--- src/fcs_pkg.sv ---
package fcs_pkg;

    localparam int IN_DIM    = 3;
    localparam int N_OUT     = 8;
    localparam int CHAN_W    = 16;
    localparam int RECIP_W   = 16;
    localparam int WEIGHT_W  = 24;
    localparam int CH_W      = $clog2(IN_DIM);
    localparam int OUT_W     = $clog2(N_OUT);
    localparam int EMPTY_W   = $clog2(N_OUT + 1);
    // Remainder can drop by up to N_OUT full-scale shares; keep a sign bit on top.
    localparam int REM_W     = CHAN_W + OUT_W + 1;
    localparam int DIV_STEPS = CHAN_W;
    localparam int CNT_W     = $clog2(DIV_STEPS);
    localparam int CFG_IDX_W = 2;
    localparam int CFG_W     = 64;
    localparam int LANES     = CFG_W / RECIP_W;

    localparam logic [RECIP_W-1:0] RECIP_ONE = 16'h0100;

    localparam logic [CFG_IDX_W-1:0] CFG_MEMBERSHIP  = 2'd0;
    localparam logic [CFG_IDX_W-1:0] CFG_RECIP_LOW   = 2'd1;
    localparam logic [CFG_IDX_W-1:0] CFG_RECIP_HIGH  = 2'd2;

    typedef enum logic [1:0] {
        ERR_OK       = 2'd0,
        ERR_NO_EMPTY = 2'd1,
        ERR_NEG_REM  = 2'd2
    } err_t;

    typedef struct packed {
        logic            load;
        logic            sort;
        logic            scan_init;
        logic            scan_step;
        logic            set_err;
        err_t            err_code;
        logic            div_start;
        logic            div_step;
        logic            fill;
        logic            out_load;
        logic [CH_W-1:0] ch_idx;
        logic [CNT_W-1:0] idx;
    } cmd_t;

    typedef struct packed {
        logic empty_zero;
        logic rem_neg;
        logic out_free;
    } status_t;

endpackage

--- src/fcs_ctrl.sv ---
module fcs_ctrl (
    input  logic             clk,
    input  logic             rst_n,
    input  logic             in_valid,
    output logic             in_stall,
    input  fcs_pkg::status_t status,
    output fcs_pkg::cmd_t    cmd
);

    typedef enum logic [2:0] {
        S_IDLE,
        S_SORT,
        S_SCAN_INIT,
        S_SCAN,
        S_CHECK,
        S_DIV,
        S_FILL,
        S_OUT
    } state_t;

    state_t                       state_reg, state_next;
    logic [fcs_pkg::CNT_W-1:0]    cnt_reg, cnt_next;
    logic [fcs_pkg::CH_W-1:0]     ch_reg, ch_next;

    assign in_stall = (state_reg != S_IDLE);

    always_comb
    begin
        state_next   = state_reg;
        cnt_next     = cnt_reg;
        ch_next      = ch_reg;
        cmd          = '0;
        cmd.err_code = fcs_pkg::ERR_OK;
        cmd.ch_idx   = ch_reg;
        cmd.idx      = cnt_reg;
        case (state_reg)
            S_IDLE:
            begin
                if (in_valid)
                begin
                    cmd.load   = 1'b1;
                    state_next = S_SORT;
                end
            end
            S_SORT:
            begin
                cmd.sort   = 1'b1;
                ch_next    = '0;
                state_next = S_SCAN_INIT;
            end
            S_SCAN_INIT:
            begin
                cmd.scan_init = 1'b1;
                cnt_next      = '0;
                state_next    = S_SCAN;
            end
            S_SCAN:
            begin
                cmd.scan_step = 1'b1;
                if (cnt_reg == fcs_pkg::CNT_W'(fcs_pkg::N_OUT - 1))
                begin
                    cnt_next   = '0;
                    state_next = S_CHECK;
                end
                else
                begin
                    cnt_next = cnt_reg + 1'b1;
                end
            end
            S_CHECK:
            begin
                cnt_next = '0;
                if (status.empty_zero)
                begin
                    cmd.set_err  = 1'b1;
                    cmd.err_code = fcs_pkg::ERR_NO_EMPTY;
                    state_next   = S_OUT;
                end
                else if (status.rem_neg)
                begin
                    cmd.set_err  = 1'b1;
                    cmd.err_code = fcs_pkg::ERR_NEG_REM;
                    state_next   = S_OUT;
                end
                else
                begin
                    cmd.div_start = 1'b1;
                    state_next    = S_DIV;
                end
            end
            S_DIV:
            begin
                cmd.div_step = 1'b1;
                if (cnt_reg == fcs_pkg::CNT_W'(fcs_pkg::DIV_STEPS - 1))
                begin
                    state_next = S_FILL;
                end
                else
                begin
                    cnt_next = cnt_reg + 1'b1;
                end
            end
            S_FILL:
            begin
                cmd.fill = 1'b1;
                cnt_next = '0;
                if (ch_reg == fcs_pkg::CH_W'(fcs_pkg::IN_DIM - 1))
                begin
                    state_next = S_OUT;
                end
                else
                begin
                    ch_next    = ch_reg + 1'b1;
                    state_next = S_SCAN_INIT;
                end
            end
            S_OUT:
            begin
                if (status.out_free)
                begin
                    cmd.out_load = 1'b1;
                    if (cnt_reg == fcs_pkg::CNT_W'(fcs_pkg::N_OUT - 1))
                    begin
                        cnt_next   = '0;
                        state_next = S_IDLE;
                    end
                    else
                    begin
                        cnt_next = cnt_reg + 1'b1;
                    end
                end
            end
            default:
            begin
                state_next = S_IDLE;
            end
        endcase
    end

    always_ff @(posedge clk or negedge rst_n)
    begin
        if (!rst_n)
        begin
            state_reg <= S_IDLE;
            cnt_reg   <= '0;
            ch_reg    <= '0;
        end
        else
        begin
            state_reg <= state_next;
            cnt_reg   <= cnt_next;
            ch_reg    <= ch_next;
        end
    end

endmodule

--- src/fcs_datapath.sv ---
module fcs_datapath (
    input  logic                                             clk,
    input  logic                                             rst_n,
    input  logic [fcs_pkg::IN_DIM-1:0][fcs_pkg::CHAN_W-1:0]  chan_vals,
    input  logic                                             cfg_valid,
    input  logic [fcs_pkg::CFG_IDX_W-1:0]                    cfg_index,
    input  logic [fcs_pkg::CFG_W-1:0]                        cfg_data,
    input  fcs_pkg::cmd_t                                    cmd,
    output fcs_pkg::status_t                                 status,
    input  logic                                             out_stall,
    output logic                                             out_valid,
    output logic [fcs_pkg::OUT_W-1:0]                        out_class,
    output logic [fcs_pkg::WEIGHT_W-1:0]                     weight,
    output logic [1:0]                                       error,
    output logic                                             last
);

    // Configuration
    logic [fcs_pkg::IN_DIM-1:0][fcs_pkg::N_OUT-1:0]   membership_reg;
    logic [fcs_pkg::N_OUT-1:0][fcs_pkg::RECIP_W-1:0]  recip_reg;

    // Per-item working state
    logic [fcs_pkg::CHAN_W-1:0]   val_reg   [fcs_pkg::IN_DIM];
    logic [fcs_pkg::CH_W-1:0]     order_reg [fcs_pkg::IN_DIM];
    logic [fcs_pkg::CH_W-1:0]     order_next [fcs_pkg::IN_DIM];
    logic [fcs_pkg::CH_W-1:0]     rank      [fcs_pkg::IN_DIM];
    logic [fcs_pkg::CHAN_W-1:0]   share_reg [fcs_pkg::N_OUT];
    logic [fcs_pkg::N_OUT-1:0]    filled_reg;
    logic [fcs_pkg::REM_W-1:0]    rem_reg;
    logic [fcs_pkg::EMPTY_W-1:0]  empty_reg;
    logic [fcs_pkg::CHAN_W-1:0]   quot_reg;
    logic [fcs_pkg::EMPTY_W-1:0]  part_reg;
    fcs_pkg::err_t                err_reg;

    // Output register
    logic                         out_valid_reg;
    logic [fcs_pkg::OUT_W-1:0]    out_index_reg;
    logic [fcs_pkg::WEIGHT_W-1:0] out_weight_reg;
    fcs_pkg::err_t                out_err_reg;
    logic                         out_last_reg;

    logic [fcs_pkg::CH_W-1:0]     cur_ch;
    logic [fcs_pkg::N_OUT-1:0]    row;
    logic [fcs_pkg::OUT_W-1:0]    o_sel;
    logic [fcs_pkg::EMPTY_W:0]    part_sh;
    logic                         part_ge;
    logic [fcs_pkg::CHAN_W+fcs_pkg::RECIP_W-1:0] product;
    logic [fcs_pkg::WEIGHT_W-1:0] weight_val;

    assign cur_ch = order_reg[cmd.ch_idx];
    assign row    = membership_reg[cur_ch];
    assign o_sel  = cmd.idx[fcs_pkg::OUT_W-1:0];

    // Stable ranking: lower value first, ties to lower channel index
    always_comb
    begin
        for (int i = 0; i < fcs_pkg::IN_DIM; i++)
        begin
            rank[i] = '0;
            for (int j = 0; j < fcs_pkg::IN_DIM; j++)
            begin
                if (j != i)
                begin
                    if ((val_reg[j] < val_reg[i]) || ((val_reg[j] == val_reg[i]) && (j < i)))
                    begin
                        rank[i] = rank[i] + 1'b1;
                    end
                end
            end
        end
        for (int i = 0; i < fcs_pkg::IN_DIM; i++)
        begin
            order_next[i] = order_reg[i];
        end
        for (int i = 0; i < fcs_pkg::IN_DIM; i++)
        begin
            order_next[rank[i]] = fcs_pkg::CH_W'(i);
        end
    end

    // One restoring divide step; partial remainder stays below the divisor
    assign part_sh = {part_reg, quot_reg[fcs_pkg::CHAN_W-1]};
    assign part_ge = (part_sh >= {1'b0, empty_reg});

    assign status.empty_zero = (empty_reg == '0);
    assign status.rem_neg    = rem_reg[fcs_pkg::REM_W-1];
    assign status.out_free   = !out_valid_reg || !out_stall;

    // 16x16 product shifted down by 8 always fits the 24-bit weight
    assign product    = share_reg[o_sel] * recip_reg[o_sel];
    assign weight_val = (err_reg == fcs_pkg::ERR_OK && filled_reg[o_sel])
                        ? product[fcs_pkg::CHAN_W+fcs_pkg::RECIP_W-1:8] : '0;

    always_ff @(posedge clk or negedge rst_n)
    begin
        if (!rst_n)
        begin
            membership_reg <= '0;
            for (int k = 0; k < fcs_pkg::N_OUT; k++)
            begin
                recip_reg[k] <= fcs_pkg::RECIP_ONE;
            end
        end
        else if (cfg_valid)
        begin
            case (cfg_index)
                fcs_pkg::CFG_MEMBERSHIP:
                    membership_reg <= cfg_data[fcs_pkg::IN_DIM*fcs_pkg::N_OUT-1:0];
                fcs_pkg::CFG_RECIP_LOW:
                    recip_reg[fcs_pkg::LANES-1:0] <= cfg_data;
                fcs_pkg::CFG_RECIP_HIGH:
                    recip_reg[fcs_pkg::N_OUT-1:fcs_pkg::LANES] <= cfg_data;
                default:
                    ;
            endcase
        end
    end

    always_ff @(posedge clk or negedge rst_n)
    begin
        if (!rst_n)
        begin
            filled_reg <= '0;
            err_reg    <= fcs_pkg::ERR_OK;
        end
        else
        begin
            if (cmd.load)
            begin
                filled_reg <= '0;
                err_reg    <= fcs_pkg::ERR_OK;
            end
            if (cmd.set_err)
            begin
                err_reg <= cmd.err_code;
            end
            if (cmd.fill)
            begin
                filled_reg <= filled_reg | row;
            end
        end
    end

    always_ff @(posedge clk)
    begin
        if (cmd.load)
        begin
            for (int i = 0; i < fcs_pkg::IN_DIM; i++)
            begin
                val_reg[i] <= chan_vals[i];
            end
        end
        if (cmd.sort)
        begin
            for (int i = 0; i < fcs_pkg::IN_DIM; i++)
            begin
                order_reg[i] <= order_next[i];
            end
        end
        if (cmd.scan_init)
        begin
            rem_reg   <= fcs_pkg::REM_W'(val_reg[cur_ch]);
            empty_reg <= '0;
        end
        if (cmd.scan_step && row[o_sel])
        begin
            if (filled_reg[o_sel])
            begin
                rem_reg <= rem_reg - fcs_pkg::REM_W'(share_reg[o_sel]);
            end
            else
            begin
                empty_reg <= empty_reg + 1'b1;
            end
        end
        if (cmd.div_start)
        begin
            quot_reg <= rem_reg[fcs_pkg::CHAN_W-1:0];
            part_reg <= '0;
        end
        if (cmd.div_step)
        begin
            quot_reg <= {quot_reg[fcs_pkg::CHAN_W-2:0], part_ge};
            part_reg <= part_ge ? fcs_pkg::EMPTY_W'(part_sh - {1'b0, empty_reg})
                                : part_sh[fcs_pkg::EMPTY_W-1:0];
        end
        if (cmd.fill)
        begin
            for (int k = 0; k < fcs_pkg::N_OUT; k++)
            begin
                if (row[k] && !filled_reg[k])
                begin
                    share_reg[k] <= quot_reg;
                end
            end
        end
    end

    always_ff @(posedge clk or negedge rst_n)
    begin
        if (!rst_n)
        begin
            out_valid_reg <= 1'b0;
        end
        else if (cmd.out_load)
        begin
            out_valid_reg <= 1'b1;
        end
        else if (!out_stall)
        begin
            out_valid_reg <= 1'b0;
        end
    end

    always_ff @(posedge clk)
    begin
        if (cmd.out_load)
        begin
            out_index_reg  <= o_sel;
            out_weight_reg <= weight_val;
            out_err_reg    <= err_reg;
            out_last_reg   <= (o_sel == fcs_pkg::OUT_W'(fcs_pkg::N_OUT - 1));
        end
    end

    assign out_valid = out_valid_reg;
    assign out_class = out_index_reg;
    assign weight    = out_weight_reg;
    assign error     = out_err_reg;
    assign last      = out_last_reg;

endmodule

--- src/fair_color_split.sv ---
// Results of an accepted color follow one per cycle while the output side does not stall
// (error exits finish sooner). A new color is taken only once the controller is idle again,
// after the last result of the previous one; the pace is set by the output scan per channel
// and the 16-step bit-serial divider in the datapath.
// Reset: asynchronous active low; membership clears, reciprocals return to 1.0,
// controller returns to idle and the output register empties.
module fair_color_split (
    input  logic                              clk,
    input  logic                              rst_n,
    // Input items
    input  logic                              in_valid,
    output logic                              in_stall,
    input  logic [fcs_pkg::CHAN_W-1:0]        channel_0,
    input  logic [fcs_pkg::CHAN_W-1:0]        channel_1,
    input  logic [fcs_pkg::CHAN_W-1:0]        channel_2,
    // Result items
    output logic                              out_valid,
    input  logic                              out_stall,
    output logic [fcs_pkg::OUT_W-1:0]         out_class,
    output logic [fcs_pkg::WEIGHT_W-1:0]      weight,
    output logic [1:0]                        error,
    output logic                              last,
    // Configuration writes
    input  logic                              cfg_valid,
    output logic                              cfg_ready,
    input  logic [fcs_pkg::CFG_IDX_W-1:0]     cfg_index,
    input  logic [fcs_pkg::CFG_W-1:0]         cfg_data
);

    logic [fcs_pkg::IN_DIM-1:0][fcs_pkg::CHAN_W-1:0] chan_vals;
    fcs_pkg::cmd_t    cmd;
    fcs_pkg::status_t status;

    // Registers are always writable; write them only while no item is in flight.
    assign cfg_ready = 1'b1;

    // Gather the channels into one vector for the datapath.
    assign chan_vals[0] = channel_0;
    assign chan_vals[1] = channel_1;
    assign chan_vals[2] = channel_2;

    // Controller: sort, then per channel scan the outputs, check, divide, fill (a failed check
    // skips to the drain); finally drain one result per output into the output register.
    fcs_ctrl u_ctrl (
        .clk      (clk),
        .rst_n    (rst_n),
        .in_valid (in_valid),
        .in_stall (in_stall),
        .status   (status),
        .cmd      (cmd)
    );

    // Datapath: configuration registers, channel ranking, remainder accumulator,
    // restoring divider, per-output shares and the reciprocal multiplier.
    fcs_datapath u_datapath (
        .clk          (clk),
        .rst_n        (rst_n),
        .chan_vals    (chan_vals),
        .cfg_valid    (cfg_valid),
        .cfg_index    (cfg_index),
        .cfg_data     (cfg_data),
        .cmd          (cmd),
        .status       (status),
        .out_stall    (out_stall),
        .out_valid    (out_valid),
        .out_class    (out_class),
        .weight       (weight),
        .error        (error),
        .last         (last)
    );

endmodule
--- config.mk ---
export PLATFORM = sky130hd
export DESIGN_NAME = fair_color_split
export DESIGN_NICKNAME = d
export VERILOG_FILES = /design/src/fcs_pkg.sv /design/src/fcs_ctrl.sv /design/src/fcs_datapath.sv /design/src/fair_color_split.sv
export SDC_FILE = /design/constraint.sdc
export NUM_CORES = 1
export LEC_CHECK = 0
export BUFFER_PORTS_ARGS = -buffer_cell sky130_fd_sc_hd__buf_4
export CAP_MARGIN = 30
export CORE_ASPECT_RATIO = 2
export CORE_MARGIN = 10
export CORE_UTILIZATION = 35
export CTS_CLUSTER_DIAMETER = 150
export CTS_CLUSTER_SIZE = 20
export DETAILED_ROUTE_END_ITERATION = 7
export REMOVE_ABC_BUFFERS = 1
export SYNTH_ARGS = -nofsm -noshare
export SYNTH_HDL_FRONTEND = slang
export SYNTH_SLANG_ARGS = --single-unit
--- constraint.sdc ---
create_clock -name clk -period 8.86 [get_ports clk]
set_input_delay 0 -clock clk [delete_from_list [all_inputs] [get_ports clk]]
set_output_delay 0 -clock clk [all_outputs]
set_load 0.02 [all_outputs]
Word-level counts from Yosys, hierarchy flattened
Memory sizes are Yosys's and may differ from the RTL's.
Cells that the tools add are included.
{ "word_totals": {"ff_bits": 246, "ramBits": 182, "inputBits": 119, "output_inout_bits": 33, "elab_cells": 226, "memories": 3} }
{ "mem_list": {"columns": ["memory", "depth", "width", "rd", "rd_clocked_by_memory_dff", "write_ports", "line", "text"], "rows": [
  ["u_datapath.share_reg", 8, 16, 1, 0, 8, "fcs_datapath.sv:27", "logic [fcs_pkg::CHAN_W-1:0] share_reg [fcs_pkg::N_OUT];"],
  ["u_datapath.val_reg", 3, 16, 4, 0, 3, "fcs_datapath.sv:23", "logic [fcs_pkg::CHAN_W-1:0] val_reg [fcs_pkg::IN_DIM];"],
  ["u_datapath.order_reg", 3, 2, 4, 0, 3, "fcs_datapath.sv:24", "logic [fcs_pkg::CH_W-1:0] order_reg [fcs_pkg::IN_DIM];"]
]} }
{ "op_classes": {"n_addsub": 8, "multipliers": 1, "n_lt_le_gt_ge": 15, "n_eq_ne": 24, "mux": 94, "n_bitwise": 12, "n_reduce_logical": 44} }
{ "ops": {"columns": ["cell", "count"], "rows": [
  ["less-than comparator 16 bit", 6],
  ["two-way mux 20 bit", 3],
  ["binary-select mux 16 bit (select 3 bit)", 1],
  ["equality test 16 bit", 3],
  ["two-way mux 16 bit", 3],
  ["two-way mux 1 bit", 46],
  ["two-way mux 4 bit", 10],
  ["multiplier 16 x 16 -> 32 bit", 1],
  ["two-way mux 3 bit", 8],
  ["two-way mux 8 bit", 3],
  ["case mux 3 bit (8 select lines)", 1],
  ["two-way mux 2 bit", 11],
  ["subtractor 20 x 16 -> 20 bit", 1],
  ["binary-select mux 8 bit (select 2 bit)", 1],
  ["case mux 4 bit (4 select lines)", 1],
  ["equality test 3 bit (second input constant)", 5],
  ["logical AND 1 bit", 13],
  ["demux 2 bit (select 2 bit)", 3],
  ["logical NOT 1 bit", 10],
  [">= comparator 3 bit (second input constant)", 3],
  ["less-than comparator 3 x 1 -> 1 bit (second input constant)", 3],
  ["inverter 2 -> 3 bit", 3],
  ["adder 2 x 1 -> 2 bit (second input constant)", 4],
  ["adder 4 x 1 -> 4 bit (second input constant)", 2],
  ["31 further kinds", 53]
]} }

Depth between registers and ports, before layout
Gate-level depths: netlist (run 1).
An unclocked memory read counts as a cell.
{ "logic_depth": {"depth_word": 14, "mapped_depth": 31, "ltp_nobuf": 27} }

Modules after synthesis
From an unflattened synthesis (run 1), not the netlist that was laid out.
{ "unflattened": {"hier_cells": 2398, "area_unflattened_um2": 28122.0} }
{ "by_module_without_submodules": {"columns": ["mod", "instances", "cells_per_inst", "area_each_um2", "seq_area_each_um2"], "rows": [
  ["fcs_datapath", 1, 2314, 27460.1, 11536.1],
  ["fcs_ctrl", 1, 82, 650.6, 225.2],
  ["fair_color_split", 1, 2, 11.3, 0.0]
]} }

Worst setup path before layout (run 1)
No wires, ideal clock.
{ "synth_timing": {"path_type": "register -> register", "from": "reg u_ctrl.cnt_reg[0] (netlist bit)", "to": "reg u_datapath.out_weight_reg, in the netlist u_datapath.weight[23] (data pin)", "setup_time_ns": 0.144, "arrival_time_ns": 8.503, "t_required_ns": 8.716, "slack_ns": 0.212, "path_stages_with_launch": 29, "n_path_buf": 4, "period_less_slack_ns": 8.648, "cell_sequence": "dfrtp_1 > buf_6 > buf_1 > clkbuf_1 > mux4_2 > mux2i_1 > clkbuf_1 > nor2_1 > fa_1 > inv_1 > fa_1 > fa_1 > inv_1 > fa_1 > fa_1 > inv_1 > fa_1 > inv_1 > ha_1 > and3_1 > a221o_1 > a21oi_1 > nand4_1 > a21o_1 > a221o_1 > a31oi_4 > o21ai_2 > a2111o_1 > o21ai_1"} }
{ "synth_between": {"elab_chain_cells": 3, "word_cells_on_any_way": 7, "classes_between": "mul (1); mux (4); reduce/logical (1); memory (1)"} }
{ "synth_lines": {"columns": ["element", "line", "text"], "rows": [
  ["start: declaration", "fcs_ctrl.sv:22", "logic [fcs_pkg::CNT_W-1:0] cnt_reg, cnt_next;"],
  ["start signal: assignment", "fcs_ctrl.sv:151", "cnt_reg <= cnt_next;"],
  ["binary-select mux 16 bit (select 3 bit) or binary-select mux 1 bit (select 3 bit) (tied branches)", "fcs_datapath.sv:90, fcs_datapath.sv:91", null],
  ["two-way mux 16 bit (not written as such) or two-way mux 1 bit (tied branches)", "fcs_datapath.sv:90, fcs_datapath.sv:91", null],
  ["multiplier 16 x 16 -> 32 bit or logical AND 1 bit (tied branches)", "fcs_datapath.sv:90, fcs_datapath.sv:91", null],
  ["end signal: assignment", "fcs_datapath.sv:220", "out_weight_reg <= weight_val;"],
  ["end: declaration", "fcs_datapath.sv:38", "logic [fcs_pkg::WEIGHT_W-1:0] out_weight_reg;"]
]} }
Several ways; a longest one is shown, not always the timed one. The select of a mux whose other input is x is not followed.
A chain may end at the register's enable or synchronous reset.

Worst setup path after layout (run 1)
{ "layout_timing": {"from": "reg u_ctrl.cnt_reg[1] (netlist bit)", "to": "reg u_datapath.out_weight_reg, in the netlist u_datapath.weight[23] (data pin)"} }
Same word-level chain as after synthesis.

==> results of run 1 <==
## final timing paths
kind	endpoint	slack [ns]	start
worst max register to register	u_datapath.weight[23]	0.68	u_ctrl.cnt_reg[1]
min in group asynchronous	u_datapath.recip_reg[78]	0.30	rst_n
max in group asynchronous	u_datapath.recip_reg[7]	7.55	rst_n
worst min register to register	u_datapath.rem_reg[17]	0.50	u_datapath.rem_reg[17]
worst min-delay path	u_datapath.membership_reg[13]	0.08	cfg_index[1]
worst max-delay path	u_datapath.weight[23]	0.68	u_ctrl.cnt_reg[1]
## layer usage
| layer | track usage (%) | wire [um] |
|---|---|---|
| met1 | 16.8 | 26900 |
| met3 | 1.72 | 2220 |
| met4 | 8.70 | 4110 |
| met2 | 33.4 | 43900 |
| met5 | 0 | 0 |
## worst max-delay path: cells and delay by family (launching register included)
kind | cells | cell delay, ns
adder cells (fa/ha/maj) | 7 | 3.29
flip-flops | 1 | 0.89
AND/OR/NAND/NOR | 4 | 0.54
buffers and inverters | 7 | 0.89
AO/OA/AOI/OAI | 9 | 2.16
multiplexers | 1 | 0.25
## kinds of logic after synthesis
logic type               after synthesis  synth area share, %
AND/OR/NAND/NOR                      560                 8.54
AO/OA/AOI/OAI                        272                 6.20
XOR/XNOR                              40                 1.27
flip-flops                           428                 42.6
buffers and inverters                396                 5.48
adder cells (fa/ha/maj)              375                 22.3
other                                  1               0.0136
multiplexers                         270                 13.6
## final cells by class
| type | instances | area (um^2) | area share [%] |
|---|---|---|---|
| Clock inverter | 2 | 25.0 | 0.0773 |
| Multi-Input combinational cell | 1518 | 14400 | 44.5 |
| Timing Repair Buffer | 346 | 3040 | 9.40 |
| Tap cell | 1029 | 1290 | 3.98 |
| Antenna cell | 2 | 5.00 | 0.0155 |
| Sequential cell | 428 | 11800 | 36.3 |
| Clock buffer | 44 | 697 | 2.15 |
| Inverter | 301 | 1130 | 3.49 |
## through the flow
step | cells | utilization (%) | cell area [um^2] | setup WS (ns)
2_1_floorplan | 2247 | - | 27200 | -1.28
3_3_place_gp | 3499 | 38.8 | 30400 | 0.668
3_5_place_dp | 3505 | 39.0 | 30500 | 0.609
4_1_cts | 3666 | 41.4 | 32300 | 0.614
5_1_grt | 3669 | 41.4 | 32400 | 0.238
6_report | 3670 | 41.4 | 32400 | 0.680
## placed cells by master (no fill, tap or decap), drive strengths merged, types with 8 or more instances in the layout
cell type	synthesis	final
a211oi	15	15
a21o	27	27
a21oi	102	102
a22oi	8	8
and2	9	9
buf	21	230
clkbuf	74	44
dfrtp	164	164
dfstp	8	8
dfxtp	24	24
dlygate4sd3	0	116
edfxtp	232	232
fa	195	195
ha	180	180
inv	301	302
mux2	178	178
mux2i	26	26
mux4	66	66
nand2	283	283
nand2b	16	16
nand3	8	8
nand4	14	14
nor2	175	175
nor2b	13	13
nor3	11	11
o211ai	10	10
o21a	15	15
o21ai	53	53
or2	8	8
xnor2	25	25
xor2	15	15
==> flow_summary.ini, run 1 <==
[worst_hold_path]
worst_hold_path.num_cells = 4
hold_path.class = input port to register

[setup_path]
ff2ff_path_depth = 28
setup.worst_path.end_class = register
path_common_cell = fa_1
cp_slowest_cell = dfrtp_4
critPathKind = register to register
crit_arrival_ns = 8.65
timing.critical_path.from_type = register
critPathMaxFanout = 50
critical_path.max_stage_delay_ns = 0.89
timing.critical_path.required_ns = 9.33

[sta]
timing.final.max_slew_violations = 0
hold_viol = 0
setup-violations-final = 0
totalNegativeSetupSlack_ns = 0
tightest_slew_ns = 0.936
worst_hold_slack_ns = 0.0779
slew_headroom_pct = 37.6
fin_worst_skew_ns = 0.0549
max_freq_ghz = 0.122
final_min_period_over_clock_period_pct = 92.3
period_minus_slack_ns = 8.18
rsz0062_at_grt = no

[synth]
yosysWarningCount = 0
ys_top_cells_by_count = 284 x inv_1, 283 x nand2_1, 232 x edfxtp_1, 195 x fa_1, 180 x ha_1
synth_ff_type = edfxtp_1
synth.distinct_cells = 65
average_instance_area_after_synthesis_um2 = 11.8
syn_inst = 2342
synth-edff-count = 232
post_synth_main_area_contributors = edfxtp_1 25%, dfrtp_1 15%, fa_1 14%, ha_1 8.2%, mux2_2 6.3%
synth_area_mm2 = 0.0276
number_of_register_bits_inferred_by_synthesis = 428
synth.most_common_cell = inv_1
synth-seq-area-share_pct = 42.6
netlist.area_leader.share_pct = 25.2
ys_async_sr_fraction_pct = 40.2
yosysTopAreaCell = edfxtp_1

[finish]
fin_nets = 3114
layout_area_overhead_pct = 17.3
filler_cell_count = 7286
fraction_of_final_layout_cells_sized_beyond_drive_strength_1_pct = 19.9

[clocking]
cts_resized = 0
cts_setup_buffers = 0
clock_sink_count = 428
holdBufCountCts = 115
htree_levels = 1
ctsRootBufferMaster = clkbuf_16
cts_inserted_buffers = 25
ctsLongestPathBuffers = 3
clkLatencyLatePin_ns = 0.61
worst_setup_hold_path_clk_slew_ns = 0.09
tritoncts = done

[route]
antenna_left = 0
remaining_drc_errors = 0
dr.first_iter.drc_count = 1005
detail_route.wirelength_um = 77200
dr_total_vias = 18500
firstDrtPassIters = 5
wl_per_cell_um = 21.0
via_per_inst = 5.04

[die]
num_rows = 145
die_h_um = 417
die-area_mm2 = 0.0912
initial_core_util_pct = 35.3
placeableCoreArea_mm2 = 0.0782
floorplan.io_pins = 152
dieWidth_um = 219

[global_routing]
number_of_global_route_vias_before_repair = 20600
maximum_number_of_pins_on_one_net_before_global_route_repair = 105
grt_pass1_wl_um = 119000
grt_overflow = 0
antenna_found_initial = 3
groute.usage.overall_pct = 16.9

[status]
run_status = complete, no violations

[placed_design]
half_perimeter_wire_length_after_detailed_placement_um = 61800
placement.io_buffers = 150
last_weighted_congestion_value_of_the_routability_driven_placer = 0.936

[flow_run]
maxCapViolations = 0
Power of run 1 is not shown: default switching activity piles up to over one toggle a cycle in this logic, so the estimate is an artifact.
==> run 2: changes to the inputs <==
--- a/config.mk
+++ b/config.mk
@@ -5,15 +5,17 @@
 export SDC_FILE = /design/constraint.sdc
 export NUM_CORES = 1
 export LEC_CHECK = 0
+export ABC_AREA = 1
 export BUFFER_PORTS_ARGS = -buffer_cell sky130_fd_sc_hd__buf_4
 export CAP_MARGIN = 30
-export CORE_ASPECT_RATIO = 2
+export CORE_ASPECT_RATIO = 0.7
 export CORE_MARGIN = 10
 export CORE_UTILIZATION = 35
 export CTS_CLUSTER_DIAMETER = 150
 export CTS_CLUSTER_SIZE = 20
 export DETAILED_ROUTE_END_ITERATION = 7
 export REMOVE_ABC_BUFFERS = 1
+export SETUP_SLACK_MARGIN = 0.2
 export SYNTH_ARGS = -nofsm -noshare
 export SYNTH_HDL_FRONTEND = slang
 export SYNTH_SLANG_ARGS = --single-unit
==> run 2 against run 1 <==
  * Register-to-register slack improved by 0.22 ns
  * Clock skew decreased by 0.0073 ns
  * Global-route usage increased by 0.21 points
  * Cell count increased by 27%
  * Sequential cell count unchanged
  * Non-clock buffer count decreased by 12
  * Synthesized area increased by 5.3%
  * Critical endpoint is now u_datapath.weight[20]
  * Highest routed layer unchanged
==> flow_summary.ini, run 2 <==
[die]
placeableCoreArea_mm2 = 0.0824
die_h_um = 261
dieWidth_um = 364
initial_core_util_pct = 35.3
die-area_mm2 = 0.0951
floorplan.io_pins = 152
num_rows = 88

[sta]
final_min_period_over_clock_period_pct = 89.8
max_freq_ghz = 0.126
setup-violations-final = 0
timing.final.max_slew_violations = 0
hold_viol = 0
fin_worst_skew_ns = 0.0476
period_minus_slack_ns = 7.96
rsz0062_at_grt = no
worst_hold_slack_ns = 0.0331
slew_headroom_pct = 33.9
tightest_slew_ns = 0.991

[synth]
yosysWarningCount = 0
syn_inst = 3322
synth_top_family_by_area = adder cells
ys_top_cells_by_count = 682 x nand2_1, 511 x inv_1, 389 x o21ai_0, 349 x nor2_1, 232 x edfxtp_1
synth-seq-area-share_pct = 40.5
synth_area_in_simple_gates_pct = 16.2
synth.most_common_cell = nand2_1
synth_area_mm2 = 0.0291
average_instance_area_after_synthesis_um2 = 8.75
synth_ff_type = edfxtp_1
post_synth_main_area_contributors = edfxtp_1 24%, dfrtp_1 14%, fa_1 13%, nand2_1 8.8%, ha_1 7.8%
post_synth_mux_area_share_pct = 0
compound_gate_fraction_of_synth_area_pct = 12.4
yosysTopAreaCell = edfxtp_1
synth.distinct_cells = 61
netlist.area_leader.share_pct = 24.0
number_of_register_bits_inferred_by_synthesis = 428
synth_xor_area_share_pct = 0.573
yosys.area_share.adder_pct = 21.2
ys_async_sr_fraction_pct = 40.2
synth-edff-count = 232

[route]
dr_total_vias = 23200
firstDrtPassIters = 5
wl_per_cell_um = 17.5
dr.first_iter.drc_count = 2366
remaining_drc_errors = 0
antenna_left = 0
via_per_inst = 5.00
detail_route.wirelength_um = 81500

[worst_hold_path]
worst_hold_path.num_cells = 3
hold_path.class = input port to register

[clocking]
tritoncts = done
ctsLongestPathBuffers = 3
cts_inserted_buffers = 25
htree_levels = 1
ctsRootBufferMaster = clkbuf_16
worst_setup_hold_path_clk_slew_ns = 0.10
cts_setup_buffers = 0
clkLatencyLatePin_ns = 0.61
clock_sink_count = 428

[global_routing]
groute.layer.met2.usage_pct = 26.1
groute.usage.overall_pct = 17.2
number_of_global_route_vias_before_repair = 23100
grt_pass1_wl_um = 131000
groute.layer.met3.usage_pct = 3.68
grt_overflow = 0
most_used_routing_layer = met2
met1_usage_grt_pct = 25.1
antenna_found_initial = 2
maximum_number_of_pins_on_one_net_before_global_route_repair = 105

[setup_path]
crit_arrival_ns = 8.33
minimum_setup_slack_among_reg_to_reg_paths_ns = 0.90
path_common_cell = fa_1
critPathKind = register to register
setup.worst_path.end_class = register
timing.critical_path.from_type = register
timing.critical_path.required_ns = 9.24
critPathMaxFanout = 39
ff2ff_path_depth = 27
cp_slowest_cell = dfrtp_4
critical_path.max_stage_delay_ns = 0.68

[flow_run]
maxCapViolations = 0

[finish]
fin_nets = 4043
fraction_of_final_layout_cells_sized_beyond_drive_strength_1_pct = 8.69
layoutNonFillerInstCount = 4648
layout.cells.most_common = nand2_1
mostFrequentLayoutCells = 682 x nand2_1, 511 x inv_1, 387 x o21ai_0, 347 x nor2_1, 232 x edfxtp_1
layout_area_overhead_pct = 14.9

[placed_design]
last_weighted_congestion_value_of_the_routability_driven_placer = 0.911
numPlacedInstances = 4480
half_perimeter_wire_length_after_detailed_placement_um = 60500
placement.io_buffers = 150

[status]
run_status = complete, no violations
-- run 2: cell count changes in the layout (fill, tap and decap cells not counted), sizes merged, moves of 82 or more --
cell | before | now
mux2 | 178 | 0
nand2 | 283 | 687
o21ai | 53 | 420
nand3 | 8 | 90
nor2 | 175 | 352
inv | 302 | 528
-- run 2: cell families after synthesis --
group,count (synthesis)
DFF,428
buffers and inverters,662
adders and majority gates,375
other,1
AOI/OAI and AO/OA,656
and+or+nand+nor,1181
xor gates and xnor gates,19
-- run 2: worst paths after layout --
check | from | end
max in group asynchronous | rst_n | u_datapath.recip_reg[1]
min reg2reg | u_datapath.recip_reg[85] | u_datapath.recip_reg[85]
min | cfg_valid | u_datapath.recip_reg[81]
max | u_ctrl.cnt_reg[0] | u_datapath.weight[20]
min in group asynchronous | rst_n | u_datapath.recip_reg[48]
max reg2reg | u_ctrl.cnt_reg[0] | u_datapath.weight[20]
-- run 2: final cells by class --
class,instances,area (um^2)
fill,8162,49000
multi-input combinational,2232,14700
sequential,428,11800
timing repair buffer,334,2880
inverter,528,1980
tap,1080,1350
clock buffer,43,714
clock inverter,2,17.5
antenna,1,2.50
-- run 2: worst max-delay path: cells and delay by family, from the launching register on --
kind / cells / cell delay (ns)
adders and majority gates: 7 / 3.37
and+or+nand+nor: 6 / 0.52
AOI/OAI and AO/OA: 7 / 1.51
DFF: 1 / 0.68
buffers and inverters: 7 / 1.65
-- run 2: metal layers --
metal  share of wire [%]  up-vias
met5                   0        -
met1                  47    11200
li1                    -    11200
met2                  43      777
met4                 1.7        0
met3                 8.2       86
-- run 2: timing repair --
| action | in CTS | in global routing |
|---|---|---|
| hold endpoints to repair | 316 | 16 |
| hold buffers | 120 | 1 |
| gates resized for setup | 0 | 0 |
| setup endpoints to repair | 0 | 0 |
-- run 2: metrics by stage --
step           setup WS (ns)  cell area, um^2  util, %  setup TNS (ns)
2_1_floorplan         -0.494            28400        -           -6.05
3_3_place_gp            1.01            31400     38.1               0
3_5_place_dp           0.873            31400     38.2               0
4_1_cts                0.877            33400     40.5               0
5_1_grt                0.324            33400     40.5               0
6_report               0.904            33400     40.6               0
Power of run 2 is left out for the same reason.
